<file path="src/hmbd_pkg.sv">
// ----------------------------------------------------------------------------
// hmbd_pkg
// Shared types, address constants and the I/O register lookup for the
// handheld memory bus decoder.
// ----------------------------------------------------------------------------
package hmbd_pkg;

	// Default sizes of the stores
	localparam int VIDEO_RAM_DEPTH_DEF = 8192;
	localparam int WORK_RAM_DEPTH_DEF  = 8192;
	localparam int SPRITE_ENTRIES_DEF  = 40;
	localparam int HIGH_RAM_DEPTH_DEF  = 127;

	// Bus access codes
	localparam logic CMD_READ  = 1'b0;
	localparam logic CMD_WRITE = 1'b1;

	// Special register addresses
	localparam logic [15:0] ADDR_JOYPAD = 16'hFF00;
	localparam logic [15:0] ADDR_DIV    = 16'hFF04;
	localparam logic [15:0] ADDR_STAT   = 16'hFF41;
	localparam logic [15:0] ADDR_DMA    = 16'hFF46;
	localparam logic [15:0] ADDR_IE     = 16'hFFFF;

	// Status register: upper five bits writable, low three read-only
	localparam logic [7:0] STAT_WMASK = 8'hF8;
	localparam logic [7:0] DIV_CLEAR  = 8'h00;

	localparam int IO_COUNT    = 21;
	localparam int IO_IDX_W    = 5;
	// Window offset width for video / work RAM and echo
	localparam int OFF_W       = 13;
	// Index into the small store (sprite + high RAM + I/O), wide enough for
	// the largest legal configuration
	localparam int SMALL_IDX_W = 9;
	// Fraction bits of the reciprocal used for the window modulo
	localparam int RECIP_SHIFT = 28;

	typedef struct packed {
		logic       command;
		logic [15:0] address;
		logic [7:0] write_data;
		logic [7:0] joypad_lines;
	} req_t;

	typedef struct packed {
		logic [7:0] read_data;
		logic       mapped;
	} rsp_t;

	typedef struct packed {
		logic                   hit;
		logic                   big;     // video / work RAM store
		logic                   video;
		logic [OFF_W-1:0]       offset;
		logic [SMALL_IDX_W-1:0] small_idx;
		logic                   joypad;
		logic                   div;
		logic                   stat;
	} dec_t;

	typedef struct packed {
		logic                hit;
		logic [IO_IDX_W-1:0] idx;
	} io_t;

	function automatic io_t io_lookup(logic [15:0] a);
		io_t r;
		r.hit = 1'b1;
		unique case (a)
			ADDR_JOYPAD: r.idx = 5'd0;
			16'hFF01:    r.idx = 5'd1;
			16'hFF02:    r.idx = 5'd2;
			ADDR_DIV:    r.idx = 5'd3;
			16'hFF05:    r.idx = 5'd4;
			16'hFF06:    r.idx = 5'd5;
			16'hFF07:    r.idx = 5'd6;
			16'hFF0F:    r.idx = 5'd7;
			16'hFF40:    r.idx = 5'd8;
			ADDR_STAT:   r.idx = 5'd9;
			16'hFF42:    r.idx = 5'd10;
			16'hFF43:    r.idx = 5'd11;
			16'hFF44:    r.idx = 5'd12;
			16'hFF45:    r.idx = 5'd13;
			ADDR_DMA:    r.idx = 5'd14;
			16'hFF47:    r.idx = 5'd15;
			16'hFF48:    r.idx = 5'd16;
			16'hFF49:    r.idx = 5'd17;
			16'hFF4A:    r.idx = 5'd18;
			16'hFF4B:    r.idx = 5'd19;
			ADDR_IE:     r.idx = 5'd20;
			default: begin
				r.hit = 1'b0;
				r.idx = 5'd0;
			end
		endcase
		return r;
	endfunction

endpackage

</file>
<file path="src/hmbd_decode.sv">
// ----------------------------------------------------------------------------
// hmbd_decode
// Address map decode: selects the store, the window offset and the index
// into the small store, and flags the registers with special behavior.
// ----------------------------------------------------------------------------
module hmbd_decode #(
	parameter int SPRITE_ENTRIES = hmbd_pkg::SPRITE_ENTRIES_DEF,
	parameter int HIGH_RAM_DEPTH = hmbd_pkg::HIGH_RAM_DEPTH_DEF
) (
	input  logic [15:0]   address,
	output hmbd_pkg::dec_t dec
);

	localparam int SPR_BYTES = 4 * SPRITE_ENTRIES;
	localparam int IDX_W     = hmbd_pkg::SMALL_IDX_W;

	logic          vid_hit, work_hit, echo_hit, spr_hit, hram_hit;
	hmbd_pkg::io_t io;

	assign vid_hit  = (address[15:13] == 3'b100);
	assign work_hit = (address[15:13] == 3'b110);
	// Echo stops below the sprite window
	assign echo_hit = (address[15:13] == 3'b111) && (address[12:9] != 4'hF);
	assign spr_hit  = (address[15:8] == 8'hFE) && ({1'b0, address[7:0]} < IDX_W'(SPR_BYTES));
	assign hram_hit = (address[15:7] == 9'h1FF) && (address[6:0] < 7'(HIGH_RAM_DEPTH));
	assign io       = hmbd_pkg::io_lookup(address);

	always_comb begin
		dec.big    = vid_hit | work_hit | echo_hit;
		dec.video  = vid_hit;
		dec.offset = address[hmbd_pkg::OFF_W-1:0];
		dec.hit    = dec.big | spr_hit | hram_hit | io.hit;
		dec.joypad = (address == hmbd_pkg::ADDR_JOYPAD);
		dec.div    = (address == hmbd_pkg::ADDR_DIV);
		dec.stat   = (address == hmbd_pkg::ADDR_STAT);
		// Small store layout: sprite bytes, then high RAM, then I/O registers
		priority if (spr_hit) begin
			dec.small_idx = {1'b0, address[7:0]};
		end else if (hram_hit) begin
			dec.small_idx = IDX_W'(SPR_BYTES) + {2'b00, address[6:0]};
		end else begin
			dec.small_idx = IDX_W'(SPR_BYTES + HIGH_RAM_DEPTH) + {4'b0000, io.idx};
		end
	end

endmodule

</file>
<file path="config.mk">
export PLATFORM = sky130hd
export DESIGN_NAME = hmbd_decode
export DESIGN_NICKNAME = d
export VERILOG_FILES = /design/src/hmbd_pkg.sv /design/src/hmbd_decode.sv
export SDC_FILE = /design/constraint.sdc
export NUM_CORES = 1
export LEC_CHECK = 0
export BUFFER_PORTS_ARGS = -buffer_cell sky130_fd_sc_hd__buf_2
export CAP_MARGIN = 30
export CELL_PAD_IN_SITES_DETAIL_PLACEMENT = 1
export CELL_PAD_IN_SITES_GLOBAL_PLACEMENT = 1
export CORE_MARGIN = 10
export CORE_UTILIZATION = 31
export DETAILED_ROUTE_END_ITERATION = 8
export PLACE_DENSITY = 0.93
export SYNTH_ARGS = -nofsm -noshare
export SYNTH_HDL_FRONTEND = slang
export SYNTH_SLANG_ARGS = --single-unit
</file>
<file path="constraint.sdc">
create_clock -name vclk -period 3.1
set_clock_uncertainty 0.15 [all_clocks]
set_input_delay 0.465 -clock vclk [all_inputs]
set_output_delay 0.465 -clock vclk [all_outputs]
set_load 0.1 [all_outputs]
</file>
# Word level (Yosys, flattened, before mapping)
# Cells that the tools add are included.
# word_totals
register_bits	0
inputBits	16
out_inout_bits	28
elab_cells	44
# op_classes
n_addsub	2
order_cmp	2
n_eq_ne	27
mux	4
bitwise_logic	5
n_reduce_logical	4
# op_table
operator	n
$eq 16x16->1 const B	21
$pmux 5 s20	1
$reduce_or 21->1	1
$mux 9	2
$add 8x7->9 const A	1
$add 9x5->9 const A	1
$eq 3x3->1 const B	3
$eq 9x9->1 const B	1
$eq 8x8->1 const B	1
$lt 8x8->1 const B	1
$lt 7x7->1 const B	1
$or 1x1->1	5
$ne 4x4->1 const B	1
$logic_and 1x1->1	3
$mux 1	1

# Depth between registers and ports, before layout
# Gate-level depths: netlist of the first run.
# logic_depth
word_depth	6
depth_mapped	10
mapped_depth_nobuf	9

# Worst setup path before layout of the first run
# Ideal clock, no wire load.
# synth_timing
path_type	input port to output port
from	input port address[7]
to	output port dec[27] (netlist bit)
arrival_time_ns	4.975
t_required_ns	2.485
setup_slack_ns	-2.490
cell_stages	5
cell_sequence	buf_6 > nor4b_2 > nand2_1 > nor4_1 > or4_1
# synth_rtl
element	line_no	rtl
start, declared	hmbd_decode.sv:10	input logic [15:0] address,
end, declared	hmbd_decode.sv:11	output hmbd_pkg::dec_t dec

==> results of run 1 <==
==> cells in the final DEF (no fill, tap or decap), types with 2 or more instances in the layout <==
cell type  count
buf_2         33
nor2_1        13
buf_4         11
nand2_1        7
buf_12         7
and3_1         4
o21ai_0        4
a21oi_1        4
a21oi_4        4
nand4_1        3
and2_1         2
nand2b_1       2
o31ai_1        2
nand2b_4       2
or2_1          2
nor3b_1        2
xnor2_1        2
o22ai_1        2
a21boi_1       2
nor3_1         2
o211ai_1       2
clkbuf_4       2
==> logic make-up (layout without fill, tap and decap cells) <==
family | count (synthesis) | after routing | share of synthesized area, %
AOI/OAI and AO/OA | 35 | 35 | 32.3
adders and majority gates | 2 | 2 | 3.28
xor gates and xnor gates | 2 | 2 | 2.30
buffers and inverters | 25 | 55 | 22.5
and+or+nand+nor | 53 | 53 | 39.6
==> power by group through the flow <==
stage	Clock, mW	Sequential [mW]	Combinational [mW]
final	0	0	0.190
after global routing	0	0	0.201
after CTS	0	0	0.183
after detailed placement	0	0	0.183
after global placement	0	0	0.177
after floorplan	0	0	0.160
==> worst paths after layout <==
check | start | endpoint | cells after the start
min | address[12] | dec[24] | 2
max | address[1] | dec[7] | 10
==> what timing repair did <==
item,in CTS,in global routing
resized for setup,0,9
hold endpoints to repair,0,0
buffers inserted,0,3
setup endpoints to repair,0,1
hold buffers,0,0
==> layout make-up <==
type               count  share of cell area, %
inverters              2                  0.645
well taps             28                   3.01
multi-input cells     92                   61.7
repair buffers        53                   34.6
==> metrics by stage <==
stage	power, mW	setup WS, ns	std cells	TNS (ns)	area [sq um]
detailed placement	0.183	0.0476	172	0	1120
CTS	0.183	0.0432	172	0	1120
global route	0.201	-0.0568	175	-0.0568	1160
finish	0.190	0.0294	175	0	1160
floorplan	0.160	-0.521	117	-0.771	910
global placement	0.177	0.121	172	0	1120
==> metal layers <==
| metal | up-vias | GRT usage [%] | share of wire (%) |
|---|---|---|---|
| met5 | - | 0 | 0 |
| met4 | 0 | 0 | 0 |
| met3 | 0 | 2.85 | 6.2 |
| met2 | 25 | 21.7 | 52 |
| met1 | 467 | 14.1 | 41 |
| li1 | 479 | - | - |
==> out/metrics.csv, run 1 <==
stage;metric;value;unit
final_layout;seq_area;0;sq um
timing;fmaxAchievable;0.326;GHz
setup_path;crit_buf_inv;3;
power;p_int;0.0484;mW
timing;drv_slew;0;
synth;synthTopCellsByArea;buf_4 (15%), nor2_1 (6.4%), a21oi_1 (5.3%);
routing;avgRoutedWirePerCell;18.0;microns
global_routing;grt_pass1_vias;1022;
synth;yosys-top-cells-count;buf_4 (15), nor2_1 (13), a21oi_1 (8), nand2_1 (8);
setup_path;cp_max_fo;11;
power;p_leak;0.504;nW
timing;final_hold_viol_count;0;
setup_path;slowest_stage;or4_4;
routing;drt_iter0_drc;51;
synth;yosys.cell_count.top_type;buf_4;
flow_run;timing.max_cap.violations;0;
floorplan;die_x;69.6;microns
synth;synth.largest_area_cell;buf_4;
floorplan;initial_utilization;33.5;%
placement;dp_hpwl;2.56;mm
timing;period_minus_slack;3.07;ns
outcome;outcome;finished, final reports clean;
global_routing;grt_max_degree;13;
final_layout;multiInputGateArea;718;sq um
timing;hold_slack;1.18;ns
global_routing;grt.total_usage;11.8;%
synth;syn_inst;117;
setup_path;critPathKind;input pin to output port;
floorplan;core-area;0.00228;sq mm
setup_path;worstPathRequired;2.48;ns
timing;finalCritPeriodShare;99.1;%
power;swShare;74.6;%
power;combPwrFrac;100.0;%
floorplan;die-area;0.00484;sq mm
worst_hold_path;hp-class;input pin to output port;
final_layout;final_nets;167;
power;ir_worst_vdd;0.110;mV
synth;synth_warnings;0;
power;pwr-share-clk;0;%
synth;synth_area;762;sq um
placement;gp_congestion;0.911;
timing;worstMarginPinSlew;0.493;ns
synth;synthDominantCellAreaShare;14.8;%
setup_path;cp_cell_sequence;buf_4 > and2_4 > a21oi_4 > a2bb2oi_2 > or2_1 > ha_2 > inv_1 > or4_4 > a31oi_4 > buf_12;
routing;routed_wirelength;3.14;mm
floorplan;pin_count;44;
global_routing;antenna_found_initial;0;
power;p_seq_share;0;%
power;power_density;164;mW/mm^2
power;p_switching;0.142;mW
final_layout;clkbuf_count;0;
floorplan;die_height;69.6;microns
global_routing;grt_first_pass_wirelength;5.19;mm
global_routing;overflow;0;
floorplan;fp-row-count;17;
setup_path;cp.arrival;2.46;ns
routing;drt.antenna.violating_nets;0;
setup_path;start_kind;input pin;
final_layout;areaGrowthSynthToFinish;52.7;%
synth;syn_avg_cell_area;6.51;sq um
timing;max_slew_margin;67.3;%
synth;synth_seq_area_share;0;%
placement;port_buffers;44;
final_layout;antennaDiodeCount;0;
timing;setup-violations-final;0;
final_layout;drive_above_1_share;51.7;%
routing;route.detailed.drc;0;
final_layout;finalCoreUtilization;51.1;%
final_layout;seq_cells;0;
routing;drtPass1Iterations;4;
routing;vias;971;
setup_path;endpoint_kind;output port;
setup_path;critical-path-top-delay-family;simple AND/OR/NAND/NOR gates;
routing;via_per_inst;5.55;
synth;yosys.cell_types.count;44;
setup_path;critical-path-max-stage-delay;0.54;ns
synth;syn-num-nets;135;
final_layout;n_fill_cell;300;
Note: power is estimated with default switching activity, not from simulation.
==> run 2: changes to the inputs <==
Settings changed: MAX_ROUTING_LAYER set to met4, SLEW_MARGIN set to 20.
==> run 2 against run 1 <==
  * Die area unchanged
  * Via count rose by 0.93%
  * Non-clock buffer count unchanged
  * Sequential share of layout area is the same
  * Critical path depth unchanged
  * Combinational power about the same
  * First-iteration DRC count shrank 18%
  * Critical path type unchanged
==> out/metrics.csv, run 2 (synthesis results as in run 1) <==
stage;metric;value;unit;change
outcome;outcome;finished, final reports clean;;unchanged
setup_path;start_kind;input pin;;unchanged
final_layout;drive_above_1_share;51.7;%;unchanged
global_routing;busiest_layer;met2;;unchanged
final_layout;n_fill_cell;300;;unchanged
routing;vias;980;;was 971
placement;placed_area;0.00112;sq mm;unchanged
floorplan;pin_count;44;;unchanged
global_routing;antenna_found_initial;0;;unchanged
final_layout;layout_common_cells;buf_2 (33), nor2_1 (13), buf_4 (11);;unchanged
routing;drtPass1Iterations;4;;unchanged
final_layout;final_nets;167;;unchanged
global_routing;grt_util_met3;1.57;%;was 2.85%
setup_path;endpoint_kind;output port;;unchanged
routing;via_per_inst;5.60;;was 5.55
final_layout;areaGrowthSynthToFinish;52.7;%;unchanged
power;pwr-share-clk;0;%;about the same
timing;finalCritPeriodShare;99.0;%;was 99.1%
timing;fin_ws;0.0318;ns;was 0.0294 ns
floorplan;die-area;0.00484;sq mm;unchanged
power;power_density;164;mW/mm^2;about the same
setup_path;worstPathRequired;2.48;ns;about the same
power;p_switching;0.142;mW;about the same
clocking;hold_buffers;0;;unchanged
power;ir_worst_vdd;0.110;mV;about the same
floorplan;die_height;69.6;microns;unchanged
setup_path;cp.arrival;2.45;ns;was 2.46 ns
timing;fmaxAchievable;0.326;GHz;about the same
global_routing;grt_use_met2;21.7;%;unchanged
power;p_int;0.0484;mW;about the same
worst_hold_path;hold_depth;2;;unchanged
power;swShare;74.6;%;about the same
global_routing;use_met1;14.8;%;was 14.1%
final_layout;design_area;0.00116;sq mm;unchanged
global_routing;overflow;0;;unchanged
final_layout;layout_commonest_cell;buf_2;;unchanged
timing;final_hold_viol_count;0;;unchanged
power;p_seq_share;0;%;about the same
timing;drv_slew;0;;unchanged
setup_path;cp_max_fo;11;;unchanged
final_layout;clkbuf_count;0;;unchanged
worst_hold_path;hp-class;input pin to output port;;unchanged
timing;worstMarginPinSlew;0.493;ns;unchanged
floorplan;initial_utilization;33.5;%;unchanged
floorplan;core-area;0.00228;sq mm;unchanged
power;combPwrFrac;100.0;%;about the same
placement;port_buffers;44;;unchanged
global_routing;grt_first_pass_wirelength;5.19;mm;unchanged
timing;max_slew_margin;67.3;%;unchanged
placement;gp_congestion;0.927;;was 0.911
setup_path;critPathKind;input pin to output port;;unchanged
global_routing;grt_max_degree;13;;unchanged
floorplan;fp-row-count;17;;unchanged
routing;route.detailed.drc;0;;unchanged
routing;drt.antenna.violating_nets;0;;unchanged
routing;avgRoutedWirePerCell;18.0;microns;about the same
placement;dp_worst_setup_slack;0.0476;ns;unchanged
global_routing;grt_pass1_vias;1022;;unchanged
power;p_leak;0.504;nW;unchanged
placement;dp_hpwl;2.56;mm;unchanged
flow_run;timing.max_cap.violations;0;;unchanged
routing;drt_iter0_drc;42;;was 51
floorplan;die_x;69.6;microns;unchanged
timing;setup-violations-final;0;;unchanged
final_layout;seq_area;0;sq um;unchanged
final_layout;finalCoreUtilization;51.1;%;unchanged
timing;tns;0;ns;unchanged
routing;routed_wirelength;3.14;mm;about the same
global_routing;grt.total_usage;12.1;%;was 11.8%
timing;period_minus_slack;3.07;ns;about the same
final_layout;seq_cells;0;;unchanged
final_layout;antennaDiodeCount;0;;unchanged
run 2: path summary, 6_finish.rpt:
| path | startpoint | endpoint | slack (ns) |
|---|---|---|---|
| worst max-delay path | address[1] | dec[7] | 0.03 |
| worst min-delay path | address[12] | dec[24] | 1.18 |
run 2: final cells by class:
cell class                      count  area [sq um]  share of cell area, %
Tap cell                           28          35.0                   3.01
Inverter                            2          7.51                  0.645
Multi-Input combinational cell     92           718                   61.7
Timing Repair Buffer               53           403                   34.6
run 2: critical path: stages:
cell       delay (ns)
buf_4            0.15
and2_4           0.19
a21oi_4          0.13
a2bb2oi_2        0.17
or2_1            0.13
ha_2             0.19
inv_1            0.06
or4_4            0.54
a31oi_4          0.22
buf_12           0.19
run 2: layer usage:
layer	vias to the layer above	wire (microns)
met5	-	0
met4	0	0
met3	0	133
met2	25	1650
met1	475	1360
li1	480	-
run 2: what timing repair did:
action / 4_1_cts / 5_1_grt
endpoints found under the hold margin: 0 / 0
resized for setup: 0 / 9
buffers inserted: 0 / 3
setup endpoints to repair: 0 / 1
run 2: power by group through the flow:
stage	combinational [mW]	sequential, mW	clock [mW]
2_1_floorplan	0.160	0	0
3_3_place_gp	0.177	0	0
3_5_place_dp	0.183	0	0
4_1_cts	0.183	0	0
5_1_grt	0.201	0	0
6_report	0.190	0	0
run 2: stage by stage:
stage	power [mW]	std cells	hold WS [ns]
3_5_place_dp	0.183	172	1.17
5_1_grt	0.201	175	1.18
4_1_cts	0.183	172	1.18
6_report	0.190	175	1.18
3_3_place_gp	0.177	172	1.17
2_1_floorplan	0.160	117	0.992
==> run 3: changes to the inputs <==
Settings changed: CORE_UTILIZATION 31 to 33, PLACE_DENSITY 0.93 to 0.95.
Clock period 3.1 ns to 3.9 ns, I/O delays scaled along.
==> run 3 against run 2 <==
  * Combinational power is 30% lower
  * Wire length is 9.3% lower
  * Sequential share of layout area stayed put
  * Power is 30% lower
  * Sequential cell count stayed put
  * Hold slack better by 0.24 ns
  * Via count is 3.3% lower
  * Non-clock buffer count is 9 lower
==> out/metrics.csv, run 3 (synthesis results as in run 1) <==
stage;metric;value;unit;change
outcome;outcome;finished, final reports clean;;unchanged
floorplan;initial_utilization;34.4;%;was 33.5%
final_layout;drive_above_1_share;39.1;%;was 51.7%
final_layout;clkbuf_count;0;;unchanged
final_layout;seq_cells;0;;unchanged
setup_path;critPathCapture;dec[7];;unchanged
final_layout;n_fill_cell;314;;was 300
clocking;hold_buffers;0;;unchanged
timing;tns;0;ns;unchanged
placement;port_buffers;44;;unchanged
floorplan;fp-row-count;17;;unchanged
routing;avgRoutedWirePerCell;17.2;microns;was 18.0 microns
floorplan;core-area;0.00221;sq mm;was 0.00228 sq mm
worst_hold_path;hp-class;input pin to output port;;unchanged
setup_path;worstPathRequired;3.16;ns;was 2.48 ns
routing;via_per_inst;5.71;;was 5.60
timing;worstMarginPinSlew;0.498;ns;was 0.493 ns
timing;rsz0062_at_grt;false;;
setup_path;cp_max_fo;6;;was 11
timing;finalCritPeriodShare;90.8;%;
timing;hold_slack;1.42;ns;was 1.18 ns
timing;max_slew_margin;67.0;%;was 67.3%
final_layout;design_area;911;sq um;was 0.00116 sq mm
final_layout;areaGrowthSynthToFinish;19.5;%;was 52.7%
global_routing;overflow;0;;unchanged
floorplan;die-area;0.00463;sq mm;was 0.00484 sq mm
timing;final_hold_viol_count;0;;unchanged
setup_path;critical-path-max-stage-delay;0.57;ns;was 0.54 ns
timing;period_minus_slack;3.54;ns;
routing;routed_wirelength;2.85;mm;was 3.14 mm
setup_path;crit_path_start;address[12];;was address[1]
final_layout;final_nets;158;;was 167
global_routing;grt_pass1_vias;998;;was 1022
routing;route.detailed.drc;0;;unchanged
routing;drt_iter0_drc;32;;was 42
setup_path;cp_cell_sequence;buf_2 > and4_1 > and2_1 > nand2_1 > or2_1 > ha_1 > inv_1 > or4_1 > a31oi_4 > buf_12;;was buf_4 > and2_4 > a21oi_4 > a2bb2oi_2 > or2_1 > ha_2 > inv_1 > or4_4 > a31oi_4 > buf_12
placement;dp_hpwl;2.38;mm;was 2.56 mm
setup_path;slowest_stage;or4_1;;was or4_4
routing;drt.antenna.violating_nets;0;;unchanged
setup_path;cp.arrival;2.80;ns;was 2.45 ns
timing;fmaxAchievable;0.282;GHz;
routing;vias;948;;was 980
floorplan;die_x;68.1;microns;was 69.6 microns
clocking;cts_setup_buffers;0;;unchanged
timing;drv_slew;0;;unchanged
routing;drtPass1Iterations;4;;unchanged
power;p_leak;0.402;nW;was 0.504 nW
power;ir_worst_vdd;0.100;mV;was 0.110 mV
final_layout;layout_common_cells;buf_2 (43), nor2_1 (13), nand2_1 (8);;was buf_2 (33), nor2_1 (13), buf_4 (11)
final_layout;layout_commonest_cell;buf_2;;unchanged
floorplan;die_height;68.1;microns;was 69.6 microns
power;finalPower;0.133;mW;was 0.190 mW
global_routing;antenna_found_initial;0;;unchanged
setup_path;critPathKind;input pin to output port;;unchanged
global_routing;grt.total_usage;12.1;%;about the same
global_routing;grt_first_pass_wirelength;4.51;mm;was 5.19 mm
timing;setup-violations-final;0;;unchanged
power;power_density;146;mW/mm^2;was 164 mW/mm^2
final_layout;seq_area;0;sq um;unchanged
placement;placed_area;911;sq um;was 0.00112 sq mm
global_routing;grt_max_degree;21;;was 13
placement;gp_congestion;0.860;;was 0.927
setup_path;start_kind;input pin;;unchanged
clocking;post_cts_resized;0;;unchanged
final_layout;antennaDiodeCount;0;;unchanged
setup_path;endpoint_kind;output port;;unchanged
flow_run;timing.max_cap.violations;0;;unchanged
floorplan;pin_count;44;;unchanged
## run 3: changes by cell type in the layout (fill, tap and decap cells not counted), moves of 2 or more
cell	before	now
buf_12	7	1
nand2b_4	2	0
buf_4	11	0
a21oi_2	1	3
buf_2	33	43
a21oi_1	4	6
nand2b_1	2	4
clkbuf_4	2	0
a21oi_4	4	0
## run 3: area by class of cell
cell class	count	area (sq um)	area share [%]
Tap cell	28	35.0	3.85
Timing Repair Buffer	44	235	25.8
Multi-Input combinational cell	92	633	69.5
Inverter	2	7.51	0.824
## run 3: power breakdown
group,internal (mW),switching [mW]
Sequential,0,0
Clock,0,0
Combinational,0.0265,0.107
## run 3: worst min-delay path by stage
stage	startpoint	to	cells past startpoint
global placement	address[11]	dec[23]	2
global route	address[11]	dec[23]	2
CTS	address[11]	dec[23]	2
detailed placement	address[9]	dec[21]	2
floorplan	address[0]	dec[12]	1
finish	address[9]	dec[21]	2
## run 3: stage by stage
stage	setup slack, ns	cells	utilization [%]
2_1_floorplan	0.00584	117	-
3_3_place_gp	0.441	166	41.2
3_5_place_dp	0.358	166	41.2
4_1_cts	0.352	166	41.2
5_1_grt	0.221	166	41.2
6_report	0.360	166	41.2
## run 3: routing by layer
layer  track usage, %  up-vias  share of wire (%)
li1                 -      459                  -
met1             13.4      456                 42
met2             23.5       31                 53
met3            0.979        2                5.3
met4             1.01        0               0.39
met5                -        -                  0
## run 3: critical path: cells and delay by family
family | cells | cell delay (ns)
and+or+nand+nor | 5 | 1.44
buffers and inverters | 3 | 0.37
AOI/OAI and AO/OA | 1 | 0.22
adders and majority gates | 1 | 0.18
